### config.mk
export PLATFORM = sky130hd
export DESIGN_NAME = binary_min_heap_queue_unit
export DESIGN_NICKNAME = d
export VERILOG_FILES = /design/src/sv/bmhq_pkg.sv /design/src/sv/bmhq_ctrl.sv /design/src/sv/bmhq_dpath.sv /design/src/sv/binary_min_heap_queue_unit.sv
export SDC_FILE = /design/constraint.sdc
export NUM_CORES = 1
export LEC_CHECK = 0
export BUFFER_PORTS_ARGS = -buffer_cell sky130_fd_sc_hd__buf_4
export CAP_MARGIN = 10
export CORE_AREA = 10 10 242 244
export DETAILED_ROUTE_END_ITERATION = 12
export DIE_AREA = 0 0 252 254
export PLACE_DENSITY_LB_ADDON = 0.05
export RECOVER_POWER = 25
export SYNTH_ARGS = -nofsm -noshare
export SYNTH_HDL_FRONTEND = slang
export SYNTH_SLANG_ARGS = --single-unit
### constraint.sdc
create_clock -name clock -period 6.9 [get_ports clock]
set_clock_uncertainty 0.15 [all_clocks]
set_input_delay 1.38 -clock clock [delete_from_list [all_inputs] [get_ports clock]]
set_output_delay 1.38 -clock clock [all_outputs]
set_load 0.03 [all_outputs]
### src/sv/bmhq_pkg.sv
`default_nettype none

package bmhq_pkg;

   localparam int DEPTH_DEF      = 16;
   localparam int KEY_WIDTH_DEF  = 16;
   localparam int DATA_WIDTH_DEF = 16;

   localparam int CAP_W     = 5;
   localparam int CNT_OUT_W = 5;
   localparam logic [CAP_W-1:0] CAP_RESET = 5'd16;

   localparam logic FUNC_INSERT  = 1'b0;
   localparam logic FUNC_EXTRACT = 1'b1;

   typedef enum logic [2:0] {
      ST_IDLE,
      ST_UP_RD,
      ST_UP_CMP,
      ST_DN_LAST,
      ST_DN_RD,
      ST_DN_CMP,
      ST_DONE
   } hq_state_type;

   typedef enum logic [1:0] {
      RD_LAST,
      RD_PARENT,
      RD_CHILD
   } rd_sel_type;

   typedef enum logic [1:0] {
      WR_MV,
      WR_A,
      WR_B
   } wr_sel_type;

   typedef enum logic [1:0] {
      POS_PARENT,
      POS_LEFT,
      POS_RIGHT
   } pos_sel_type;

   typedef struct packed {
      logic        start;
      logic        load_ins;
      logic        load_ext;
      logic        ld_mv_rd;
      logic        rd_en;
      rd_sel_type  rd_sel;
      logic        wr_en;
      wr_sel_type  wr_sel;
      logic        pos_ld;
      pos_sel_type pos_sel;
      logic        load_rsp;
   } hq_cmd_type;

   typedef struct packed {
      logic full;
      logic empty;
      logic pos_zero;
      logic leaf;
      logic one_child;
      logic mv_lt_a;
      logic mv_gt_a;
      logic mv_gt_b;
      logic a_lt_b;
      logic rsp_free;
   } hq_status_type;

endpackage

`default_nettype wire

### src/sv/bmhq_ctrl.sv
`default_nettype none

module bmhq_ctrl (
   input  wire                     clock,
   input  wire                     reset,
   input  wire                     req_tvalid,
   output logic                    req_tready,
   input  wire                     req_func,
   input  bmhq_pkg::hq_status_type status,
   output bmhq_pkg::hq_cmd_type    cmd
);

   bmhq_pkg::hq_state_type state_ff, state_in;

   always_ff @(posedge clock) begin
      if (reset) begin
         state_ff <= bmhq_pkg::ST_IDLE;
      end else begin
         state_ff <= state_in;
      end
   end

   always_comb begin
      state_in = state_ff;
      case (state_ff)
         bmhq_pkg::ST_IDLE: begin
            if (req_tvalid) begin
               if (req_func == bmhq_pkg::FUNC_INSERT && !status.full) begin
                  state_in = bmhq_pkg::ST_UP_RD;
               end else if (req_func == bmhq_pkg::FUNC_EXTRACT && !status.empty) begin
                  state_in = bmhq_pkg::ST_DN_LAST;
               end else begin
                  state_in = bmhq_pkg::ST_DONE;
               end
            end
         end
         bmhq_pkg::ST_UP_RD: begin
            state_in = status.pos_zero ? bmhq_pkg::ST_DONE : bmhq_pkg::ST_UP_CMP;
         end
         bmhq_pkg::ST_UP_CMP: begin
            state_in = status.mv_lt_a ? bmhq_pkg::ST_UP_RD : bmhq_pkg::ST_DONE;
         end
         bmhq_pkg::ST_DN_LAST: begin
            state_in = status.empty ? bmhq_pkg::ST_DONE : bmhq_pkg::ST_DN_RD;
         end
         bmhq_pkg::ST_DN_RD: begin
            state_in = status.leaf ? bmhq_pkg::ST_DONE : bmhq_pkg::ST_DN_CMP;
         end
         bmhq_pkg::ST_DN_CMP: begin
            if (status.one_child) begin
               state_in = status.mv_gt_a ? bmhq_pkg::ST_DN_RD : bmhq_pkg::ST_DONE;
            end else if (!status.mv_gt_a && !status.mv_gt_b) begin
               state_in = bmhq_pkg::ST_DONE;
            end else begin
               state_in = bmhq_pkg::ST_DN_RD;
            end
         end
         bmhq_pkg::ST_DONE: begin
            if (status.rsp_free) begin
               state_in = bmhq_pkg::ST_IDLE;
            end
         end
         default: begin
            state_in = bmhq_pkg::ST_IDLE;
         end
      endcase
   end

   always_comb begin
      cmd          = '0;
      cmd.rd_sel   = bmhq_pkg::RD_LAST;
      cmd.wr_sel   = bmhq_pkg::WR_MV;
      cmd.pos_sel  = bmhq_pkg::POS_PARENT;
      req_tready   = 1'b0;
      case (state_ff)
         bmhq_pkg::ST_IDLE: begin
            req_tready = 1'b1;
            if (req_tvalid) begin
               cmd.start = 1'b1;
               if (req_func == bmhq_pkg::FUNC_INSERT && !status.full) begin
                  cmd.load_ins = 1'b1;
               end else if (req_func == bmhq_pkg::FUNC_EXTRACT && !status.empty) begin
                  cmd.load_ext = 1'b1;
                  cmd.rd_en    = 1'b1;
                  cmd.rd_sel   = bmhq_pkg::RD_LAST;
               end
            end
         end
         bmhq_pkg::ST_UP_RD: begin
            if (status.pos_zero) begin
               cmd.wr_en  = 1'b1;
               cmd.wr_sel = bmhq_pkg::WR_MV;
            end else begin
               cmd.rd_en  = 1'b1;
               cmd.rd_sel = bmhq_pkg::RD_PARENT;
            end
         end
         bmhq_pkg::ST_UP_CMP: begin
            cmd.wr_en = 1'b1;
            if (status.mv_lt_a) begin
               cmd.wr_sel  = bmhq_pkg::WR_A;
               cmd.pos_ld  = 1'b1;
               cmd.pos_sel = bmhq_pkg::POS_PARENT;
            end else begin
               cmd.wr_sel = bmhq_pkg::WR_MV;
            end
         end
         bmhq_pkg::ST_DN_LAST: begin
            cmd.ld_mv_rd = !status.empty;
         end
         bmhq_pkg::ST_DN_RD: begin
            if (status.leaf) begin
               cmd.wr_en  = 1'b1;
               cmd.wr_sel = bmhq_pkg::WR_MV;
            end else begin
               cmd.rd_en  = 1'b1;
               cmd.rd_sel = bmhq_pkg::RD_CHILD;
            end
         end
         bmhq_pkg::ST_DN_CMP: begin
            cmd.wr_en = 1'b1;
            if (status.one_child) begin
               if (status.mv_gt_a) begin
                  cmd.wr_sel  = bmhq_pkg::WR_A;
                  cmd.pos_ld  = 1'b1;
                  cmd.pos_sel = bmhq_pkg::POS_LEFT;
               end else begin
                  cmd.wr_sel = bmhq_pkg::WR_MV;
               end
            end else if (!status.mv_gt_a && !status.mv_gt_b) begin
               cmd.wr_sel = bmhq_pkg::WR_MV;
            end else if (status.a_lt_b) begin
               cmd.wr_sel  = bmhq_pkg::WR_A;
               cmd.pos_ld  = 1'b1;
               cmd.pos_sel = bmhq_pkg::POS_LEFT;
            end else begin
               cmd.wr_sel  = bmhq_pkg::WR_B;
               cmd.pos_ld  = 1'b1;
               cmd.pos_sel = bmhq_pkg::POS_RIGHT;
            end
         end
         bmhq_pkg::ST_DONE: begin
            cmd.load_rsp = status.rsp_free;
         end
         default: begin
            cmd.load_rsp = 1'b0;
         end
      endcase
   end

endmodule

`default_nettype wire

### src/sv/bmhq_dpath.sv
`default_nettype none

module bmhq_dpath #(
   parameter int DEPTH      = bmhq_pkg::DEPTH_DEF,
   parameter int KEY_WIDTH  = bmhq_pkg::KEY_WIDTH_DEF,
   parameter int DATA_WIDTH = bmhq_pkg::DATA_WIDTH_DEF
) (
   input  wire                              clock,
   input  wire                              reset,
   input  bmhq_pkg::hq_cmd_type             cmd,
   output bmhq_pkg::hq_status_type          status,
   input  wire  [KEY_WIDTH-1:0]             in_key,
   input  wire  [DATA_WIDTH-1:0]            in_payload,
   input  wire                              csr_valid,
   output logic                             csr_ready,
   input  wire  [bmhq_pkg::CAP_W-1:0]       csr_data,
   output logic                             rsp_tvalid,
   input  wire                              rsp_tready,
   output logic                             rsp_done_ok,
   output logic [KEY_WIDTH-1:0]             rsp_out_key,
   output logic [DATA_WIDTH-1:0]            rsp_out_payload,
   output logic [KEY_WIDTH-1:0]             rsp_top_key,
   output logic [DATA_WIDTH-1:0]            rsp_top_payload,
   output logic [bmhq_pkg::CNT_OUT_W-1:0]   rsp_entry_count
);

   localparam int IDX_W = $clog2(DEPTH);
   localparam int CNT_W = $clog2(DEPTH + 1);
   localparam int CH_W  = IDX_W + 2;
   localparam int CMP_W = (CNT_W > bmhq_pkg::CAP_W) ? CNT_W : bmhq_pkg::CAP_W;

   logic [KEY_WIDTH-1:0]  slot_key_mem [DEPTH];
   logic [DATA_WIDTH-1:0] slot_pay_mem [DEPTH];

   logic [bmhq_pkg::CAP_W-1:0] cap_ff;
   logic [CNT_W-1:0]           count_ff, count_in;
   logic [IDX_W-1:0]           pos_ff, pos_in;
   logic [KEY_WIDTH-1:0]       mv_key_ff, mv_key_in;
   logic [DATA_WIDTH-1:0]      mv_pay_ff, mv_pay_in;
   logic [KEY_WIDTH-1:0]       top_key_ff;
   logic [DATA_WIDTH-1:0]      top_pay_ff;
   logic [KEY_WIDTH-1:0]       rd_a_key_ff, rd_b_key_ff;
   logic [DATA_WIDTH-1:0]      rd_a_pay_ff, rd_b_pay_ff;
   logic                       ok_ff;
   logic [KEY_WIDTH-1:0]       res_key_ff;
   logic [DATA_WIDTH-1:0]      res_pay_ff;
   logic                       rsp_valid_ff;

   logic [CH_W-1:0]            count_ch, left_ch, right_ch;
   logic [CNT_W-1:0]           last_cnt;
   logic [IDX_W-1:0]           last_idx, parent_idx, left_idx, right_idx, rd_addr_a;
   logic [KEY_WIDTH-1:0]       wr_key;
   logic [DATA_WIDTH-1:0]      wr_pay;
   logic [CMP_W-1:0]           count_cmp, cap_cmp;

   assign count_ch   = CH_W'(count_ff);
   assign left_ch    = CH_W'({pos_ff, 1'b0}) + CH_W'(1);
   assign right_ch   = left_ch + CH_W'(1);
   assign left_idx   = left_ch[IDX_W-1:0];
   assign right_idx  = right_ch[IDX_W-1:0];
   assign last_cnt   = count_ff - CNT_W'(1);
   assign last_idx   = last_cnt[IDX_W-1:0];
   assign parent_idx = (pos_ff - IDX_W'(1)) >> 1;
   assign count_cmp  = CMP_W'(count_ff);
   assign cap_cmp    = CMP_W'(cap_ff);

   always_comb begin
      case (cmd.rd_sel)
         bmhq_pkg::RD_LAST:   rd_addr_a = last_idx;
         bmhq_pkg::RD_PARENT: rd_addr_a = parent_idx;
         bmhq_pkg::RD_CHILD:  rd_addr_a = left_idx;
         default:             rd_addr_a = last_idx;
      endcase
   end

   always_comb begin
      case (cmd.wr_sel)
         bmhq_pkg::WR_A: begin
            wr_key = rd_a_key_ff;
            wr_pay = rd_a_pay_ff;
         end
         bmhq_pkg::WR_B: begin
            wr_key = rd_b_key_ff;
            wr_pay = rd_b_pay_ff;
         end
         default: begin
            wr_key = mv_key_ff;
            wr_pay = mv_pay_ff;
         end
      endcase
   end

   always_comb begin
      count_in = count_ff;
      if (cmd.load_ins) begin
         count_in = count_ff + CNT_W'(1);
      end else if (cmd.load_ext) begin
         count_in = last_cnt;
      end
   end

   always_comb begin
      pos_in = pos_ff;
      if (cmd.load_ins) begin
         pos_in = count_ff[IDX_W-1:0];
      end else if (cmd.load_ext) begin
         pos_in = '0;
      end else if (cmd.pos_ld) begin
         case (cmd.pos_sel)
            bmhq_pkg::POS_PARENT: pos_in = parent_idx;
            bmhq_pkg::POS_LEFT:   pos_in = left_idx;
            bmhq_pkg::POS_RIGHT:  pos_in = right_idx;
            default:              pos_in = pos_ff;
         endcase
      end
   end

   always_comb begin
      mv_key_in = mv_key_ff;
      mv_pay_in = mv_pay_ff;
      if (cmd.start) begin
         mv_key_in = in_key;
         mv_pay_in = in_payload;
      end else if (cmd.ld_mv_rd) begin
         mv_key_in = rd_a_key_ff;
         mv_pay_in = rd_a_pay_ff;
      end
   end

   always_ff @(posedge clock) begin
      if (reset) begin
         cap_ff       <= bmhq_pkg::CAP_RESET;
         count_ff     <= '0;
         rsp_valid_ff <= 1'b0;
      end else begin
         if (csr_valid) begin
            cap_ff <= csr_data;
         end
         count_ff <= count_in;
         if (cmd.load_rsp) begin
            rsp_valid_ff <= 1'b1;
         end else if (rsp_tready) begin
            rsp_valid_ff <= 1'b0;
         end
      end
   end

   always_ff @(posedge clock) begin
      pos_ff    <= pos_in;
      mv_key_ff <= mv_key_in;
      mv_pay_ff <= mv_pay_in;
      if (cmd.start) begin
         ok_ff      <= cmd.load_ins | cmd.load_ext;
         res_key_ff <= cmd.load_ext ? top_key_ff : '0;
         res_pay_ff <= cmd.load_ext ? top_pay_ff : '0;
      end
      if (cmd.wr_en && pos_ff == '0) begin
         top_key_ff <= wr_key;
         top_pay_ff <= wr_pay;
      end
      if (cmd.load_rsp) begin
         rsp_done_ok     <= ok_ff;
         rsp_out_key     <= res_key_ff;
         rsp_out_payload <= res_pay_ff;
         rsp_top_key     <= (count_ff == '0) ? '0 : top_key_ff;
         rsp_top_payload <= (count_ff == '0) ? '0 : top_pay_ff;
         rsp_entry_count <= count_cmp[bmhq_pkg::CNT_OUT_W-1:0];
      end
   end

   // heap storage: one write port, two registered read ports
   always_ff @(posedge clock) begin
      if (cmd.wr_en) begin
         slot_key_mem[pos_ff] <= wr_key;
         slot_pay_mem[pos_ff] <= wr_pay;
      end
      if (cmd.rd_en) begin
         rd_a_key_ff <= slot_key_mem[rd_addr_a];
         rd_a_pay_ff <= slot_pay_mem[rd_addr_a];
      end
      if (cmd.rd_en && cmd.rd_sel == bmhq_pkg::RD_CHILD) begin
         rd_b_key_ff <= slot_key_mem[right_idx];
         rd_b_pay_ff <= slot_pay_mem[right_idx];
      end
   end

   assign csr_ready  = 1'b1;
   assign rsp_tvalid = rsp_valid_ff;

   assign status.full      = (count_cmp >= cap_cmp) || (count_ff == CNT_W'(DEPTH));
   assign status.empty     = (count_ff == '0);
   assign status.pos_zero  = (pos_ff == '0);
   assign status.leaf      = (left_ch >= count_ch);
   assign status.one_child = (right_ch >= count_ch);
   assign status.mv_lt_a   = (mv_key_ff < rd_a_key_ff);
   assign status.mv_gt_a   = (mv_key_ff > rd_a_key_ff);
   assign status.mv_gt_b   = (mv_key_ff > rd_b_key_ff);
   assign status.a_lt_b    = (rd_a_key_ff < rd_b_key_ff);
   assign status.rsp_free  = !rsp_valid_ff || rsp_tready;

   a_count_bound: assert property (@(posedge clock) disable iff (reset)
      count_ff <= CNT_W'(DEPTH))
      else $error("entry count above depth");

   a_refused_keeps_count: assert property (@(posedge clock) disable iff (reset)
      (cmd.start && !cmd.load_ins && !cmd.load_ext) |=> $stable(count_ff))
      else $error("refused transfer changed entry count");

   a_write_in_heap: assert property (@(posedge clock) disable iff (reset)
      cmd.wr_en |-> (CH_W'(pos_ff) < count_ch))
      else $error("heap write outside held entries");

   a_failed_zero: assert property (@(posedge clock) disable iff (reset)
      (rsp_valid_ff && !rsp_done_ok) |-> (rsp_out_key == '0 && rsp_out_payload == '0))
      else $error("failed transfer carries nonzero entry");

endmodule

`default_nettype wire

### src/sv/binary_min_heap_queue_unit.sv
// Binary min-heap priority queue of key/payload entries, smallest unsigned key served
// first. req_tuser selects insert or extract; each request transfer yields exactly one
// response transfer carrying the extracted entry, the new root and the entry count.
// Each heap level takes one registered memory read, then a compare and move. An insert
// sifts up until a compare stops it or it reaches the root; an extract moves the last
// entry to the root and sifts down until a compare stops it or it reaches a leaf. A
// refused insert or an empty extract goes straight to its response. A finished response
// waits in its output register while the next request is taken; a second response
// stalls the queue only while that register is still full. The capacity register must
// be written by the user through the csr channel only while the queue is idle; the
// block itself does not enforce it. Heap memory needs no clearing after reset.
`default_nettype none

module binary_min_heap_queue_unit #(
   parameter int DEPTH      = bmhq_pkg::DEPTH_DEF,
   parameter int KEY_WIDTH  = bmhq_pkg::KEY_WIDTH_DEF,
   parameter int DATA_WIDTH = bmhq_pkg::DATA_WIDTH_DEF,
   localparam int REQ_W     = ((KEY_WIDTH + DATA_WIDTH + 7) / 8) * 8,
   localparam int RSP_F_W   = 2 * KEY_WIDTH + 2 * DATA_WIDTH + bmhq_pkg::CNT_OUT_W,
   localparam int RSP_W     = ((RSP_F_W + 7) / 8) * 8
) (
   input  wire                          clock,
   input  wire                          reset,
   input  wire                          req_tvalid,
   output logic                         req_tready,
   input  wire  [REQ_W-1:0]             req_tdata,  // in_key, in_payload
   input  wire  [0:0]                   req_tuser,  // func
   output logic                         rsp_tvalid,
   input  wire                          rsp_tready,
   output logic [RSP_W-1:0]             rsp_tdata,  // out_key, out_payload, top_key,
                                                    // top_payload, entry_count
   output logic [0:0]                   rsp_tuser,  // done_ok
   input  wire                          csr_valid,
   output logic                         csr_ready,
   input  wire  [bmhq_pkg::CAP_W-1:0]   csr_data    // capacity
);

   bmhq_pkg::hq_cmd_type    cmd;
   bmhq_pkg::hq_status_type status;

   logic                               done_ok;
   logic [KEY_WIDTH-1:0]               out_key, top_key;
   logic [DATA_WIDTH-1:0]              out_payload, top_payload;
   logic [bmhq_pkg::CNT_OUT_W-1:0]     entry_count;

   bmhq_ctrl u_ctrl (
      .clock      (clock),
      .reset      (reset),
      .req_tvalid (req_tvalid),
      .req_tready (req_tready),
      .req_func   (req_tuser[0]),
      .status     (status),
      .cmd        (cmd)
   );

   bmhq_dpath #(
      .DEPTH      (DEPTH),
      .KEY_WIDTH  (KEY_WIDTH),
      .DATA_WIDTH (DATA_WIDTH)
   ) u_dpath (
      .clock           (clock),
      .reset           (reset),
      .cmd             (cmd),
      .status          (status),
      .in_key          (req_tdata[KEY_WIDTH-1:0]),
      .in_payload      (req_tdata[KEY_WIDTH+DATA_WIDTH-1:KEY_WIDTH]),
      .csr_valid       (csr_valid),
      .csr_ready       (csr_ready),
      .csr_data        (csr_data),
      .rsp_tvalid      (rsp_tvalid),
      .rsp_tready      (rsp_tready),
      .rsp_done_ok     (done_ok),
      .rsp_out_key     (out_key),
      .rsp_out_payload (out_payload),
      .rsp_top_key     (top_key),
      .rsp_top_payload (top_payload),
      .rsp_entry_count (entry_count)
   );

   assign rsp_tdata = RSP_W'({entry_count, top_payload, top_key, out_payload, out_key});
   assign rsp_tuser = done_ok;

endmodule

`default_nettype wire

==> impl_metrics.tcl <==
set metrics [dict create \
    critPathLaunchType "flip-flop" \
    drc_errors 0 \
    synth-compound-area-share_pct 3.89 \
    cts_sinks 729 \
    root_buffer "clkbuf_16" \
    syn_area_per_cell_sq_um 17.9 \
    period_share_pct 79.5 \
    cp_max_fo 68 \
    relSlewSlack_pct -137 \
    synth.distinct_cells 67 \
    synth_edf_count 715 \
    dp_cells 2557 \
    synthCells 1783 \
    synthAdderAreaFrac_pct 2.91 \
    synthFlopType "edfxtp_1" \
    fillCellCount 3638 \
    endpoint_kind "flip-flop" \
    cts_hold_buf 0 \
    synth_xor_area_share_pct 0.220 \
    critPathKind "reg2reg" \
    violations "capacitance limit, slew limit" \
    io_buffers 114 \
    rsz0062_at_grt "no" \
    dp.final_hpwl_mm 46.5 \
    routabilityCongestion 0.890 \
    tightestPinTransition_ns 3.56 \
    num_io_pins 119 \
    muxShareOfSynthArea_pct 18.0 \
    via_per_inst 6.51 \
    maxCapViolations 4 \
    antenna_left 0 \
    ys_seq_elements 729 \
    die_w_um 252 \
    ys_seq_area_share_pct 68.3 \
    clockBufferDepth 3 \
    num_vias 17500 \
    die-area_sq_um 64000 \
    grt_pass1_wl_mm 116 \
    cts_resized 0 \
    slew_violations 197 \
    layout_commonest_cell "edfxtp_1" \
    setup_viol 0 \
    status "complete, but fails checks" \
    worstSkewPairLatency_ns 0.62 \
    finalHoldViolCount 0 \
    cts_buffers 75 \
    vdd_drop_max_v 0.000794 \
    routed_wl_mm 78.4 \
    synth_top_family_by_area "multiplexers" \
    cts_max_level 3 \
    p_per_area_nw_per_um2 579 \
    critPathArrivalTime_ns 5.66 \
    core_area_sq_um 53600 \
    first_pass_iters 5 \
    tns_ns 0 \
    area_delta_synth_final_pct 13.2 \
    initial_core_util_pct 59.4 \
    overflow 0 \
    required_ns 7.07 \
    netlist_area_sq_um 31800 \
    synthSimpleGateAreaFrac_pct 4.39 \
    clkTransAtPathRegs_ns 0.06 \
    power_leakage_nw 12.5 \
    fmaxAchievable_mhz 182 \
    grt.total_usage_pct 24.8 \
    final_cell_mix "715 x edfxtp_1, 192 x mux4_2, 137 x nand2_1" \
    hold_class "reg2reg" \
    synthArstFlopShare_pct 0 \
    min_period_ns 5.48 \
    post-cts-setup-buffers 0 \
    wl_per_cell_um 29.1 \
    drive_gt1_share_pct 23.3 \
    nNetsFinal 2055 \
    grt_pass1_vias 17500 \
    rows 85 \
    final_cells 2694 \
    n_antenna_cell 0 \
    yosys_warnings 0 \
    drtIter0Drc 1853 \
    antenna_found_initial 1 \
    grt_max_degree 105 \
    cts_tree "yes" \
    die_y_um 254 \
]
[routing by layer]
layer / GRT usage, % / part of all wire [%] / up-vias
met5: 0 / 0 / -
met4: 9.07 / 2.9 / 0
met3: 6.26 / 11 / 119
met2: 37.8 / 46 / 891
met1: 34.4 / 40 / 9069
li1: - / - / 7468
[final cells by class]
| class | instances | area, sq um | share of cell area [%] |
|---|---|---|---|
| well taps | 696 | 871 | 2.42 |
| multi-input cells | 899 | 9560 | 26.5 |
| inverters | 52 | 198 | 0.549 |
| repair buffers | 181 | 1110 | 3.09 |
| clock buffers | 92 | 2000 | 5.56 |
| flip-flops and latches | 729 | 21800 | 60.4 |
| clock inverters | 45 | 531 | 1.47 |
[critical path: stages (launching register included)]
cell and delay (ns):
dfxtp_1 0.61, or3_1 0.26, clkinvlp_2 0.21, nand2_4 0.39
clkinvlp_2 1.49, clkbuf_2 1.17, o21ai_4 0.48, o21a_1 0.18
o31ai_1 0.17
[path summary, 6_finish.rpt]
check | start | end | slack (ns) | depth (start not counted)
worst min register to register | u_dpath.res_key_ff[10] | u_dpath.rsp_out_key[10] | 0.27 | 0
worst max-delay path | u_ctrl.state_ff[2] | u_dpath.pos_ff[0] | 1.42 | 8
worst max register to register | u_ctrl.state_ff[2] | u_dpath.pos_ff[0] | 1.42 | 8
worst min-delay path | u_dpath.res_key_ff[10] | u_dpath.rsp_out_key[10] | 0.27 | 0
[report_power, final]
| part | internal [mW] | total [mW] | switching, mW | leakage, nW |
|---|---|---|---|---|
| logic | 4.45 | 9.82 | 5.37 | 4.64 |
| registers | 6.50 | 6.88 | 0.382 | 6.63 |
| clock network | 2.49 | 4.15 | 1.66 | 1.23 |
[cells by family (layout without fill, tap and decap cells)]
family / count (synthesis) / in the layout
other cells: 2 / 4
mux: 328 / 328
flops: 729 / 729
xor+xnor: 8 / 8
buf+inv: 157 / 370
compound gates: 198 / 198
fa+ha+maj: 74 / 74
simple gates: 287 / 287
[Yosys cell counts (all sizes together), types with 3 or more instances]
cell    count  share of area [%]
xor2        3              0.083
a21o       10               0.24
o211ai      3              0.071
nand2     138                1.7
o21ai      66                1.1
nand2b      4              0.079
a21oi      54               0.85
and2       37               0.73
nor3        5              0.079
dfxtp      14               0.88
nand3       9               0.14
inv        50               0.59
nor4        5              0.098
xnor2       5               0.14
nor2b       9               0.18
a221oi      5               0.14
clkbuf     48               0.57
a22oi      33               0.78
ha         74                2.9
mux2i     103                3.2
a31oi       5              0.098
nor2       25               0.29
edfxtp    715                 67
and3       32               0.63
mux4      192                 14
mux2       33                1.2
buf        57                1.0
nand4      10               0.20
or3         4              0.094
[state kept, by name, summed over array words and instances (netlist names), 15 cells and up]
register	flops
u_dpath.rd_a_key_ff	16
u_dpath.slot_key_mem	254
u_dpath.rd_b_pay_ff	16
u_dpath.top_pay_ff	15
u_dpath.rsp_out_payload	16
u_dpath.slot_pay_mem	241
u_dpath.mv_key_ff	16
u_dpath.res_key_ff	16
u_dpath.rsp_top_payload	16
u_dpath.mv_pay_ff	16
u_dpath.rd_b_key_ff	16
u_dpath.res_pay_ff	16
u_dpath.rsp_top_key	16
u_dpath.rsp_out_key	16
u_dpath.rd_a_pay_ff	16
[stage by stage]
step                      setup slack [ns]  hold slack, ns  cell area [sq um]  utilization (%)  power (mW)
after floorplan                       1.62           0.250              31800                -        14.2
after global placement                1.99           0.252              33900             63.2        16.7
after detailed placement              1.89           0.255              33900             63.2        16.8
after CTS                             1.90           0.267              36400             68.0        21.0
after global routing                  1.00           0.276              36000             67.2        22.0
final                                 1.42           0.267              36000             67.2        20.9
(Power assumes the default switching activity.)
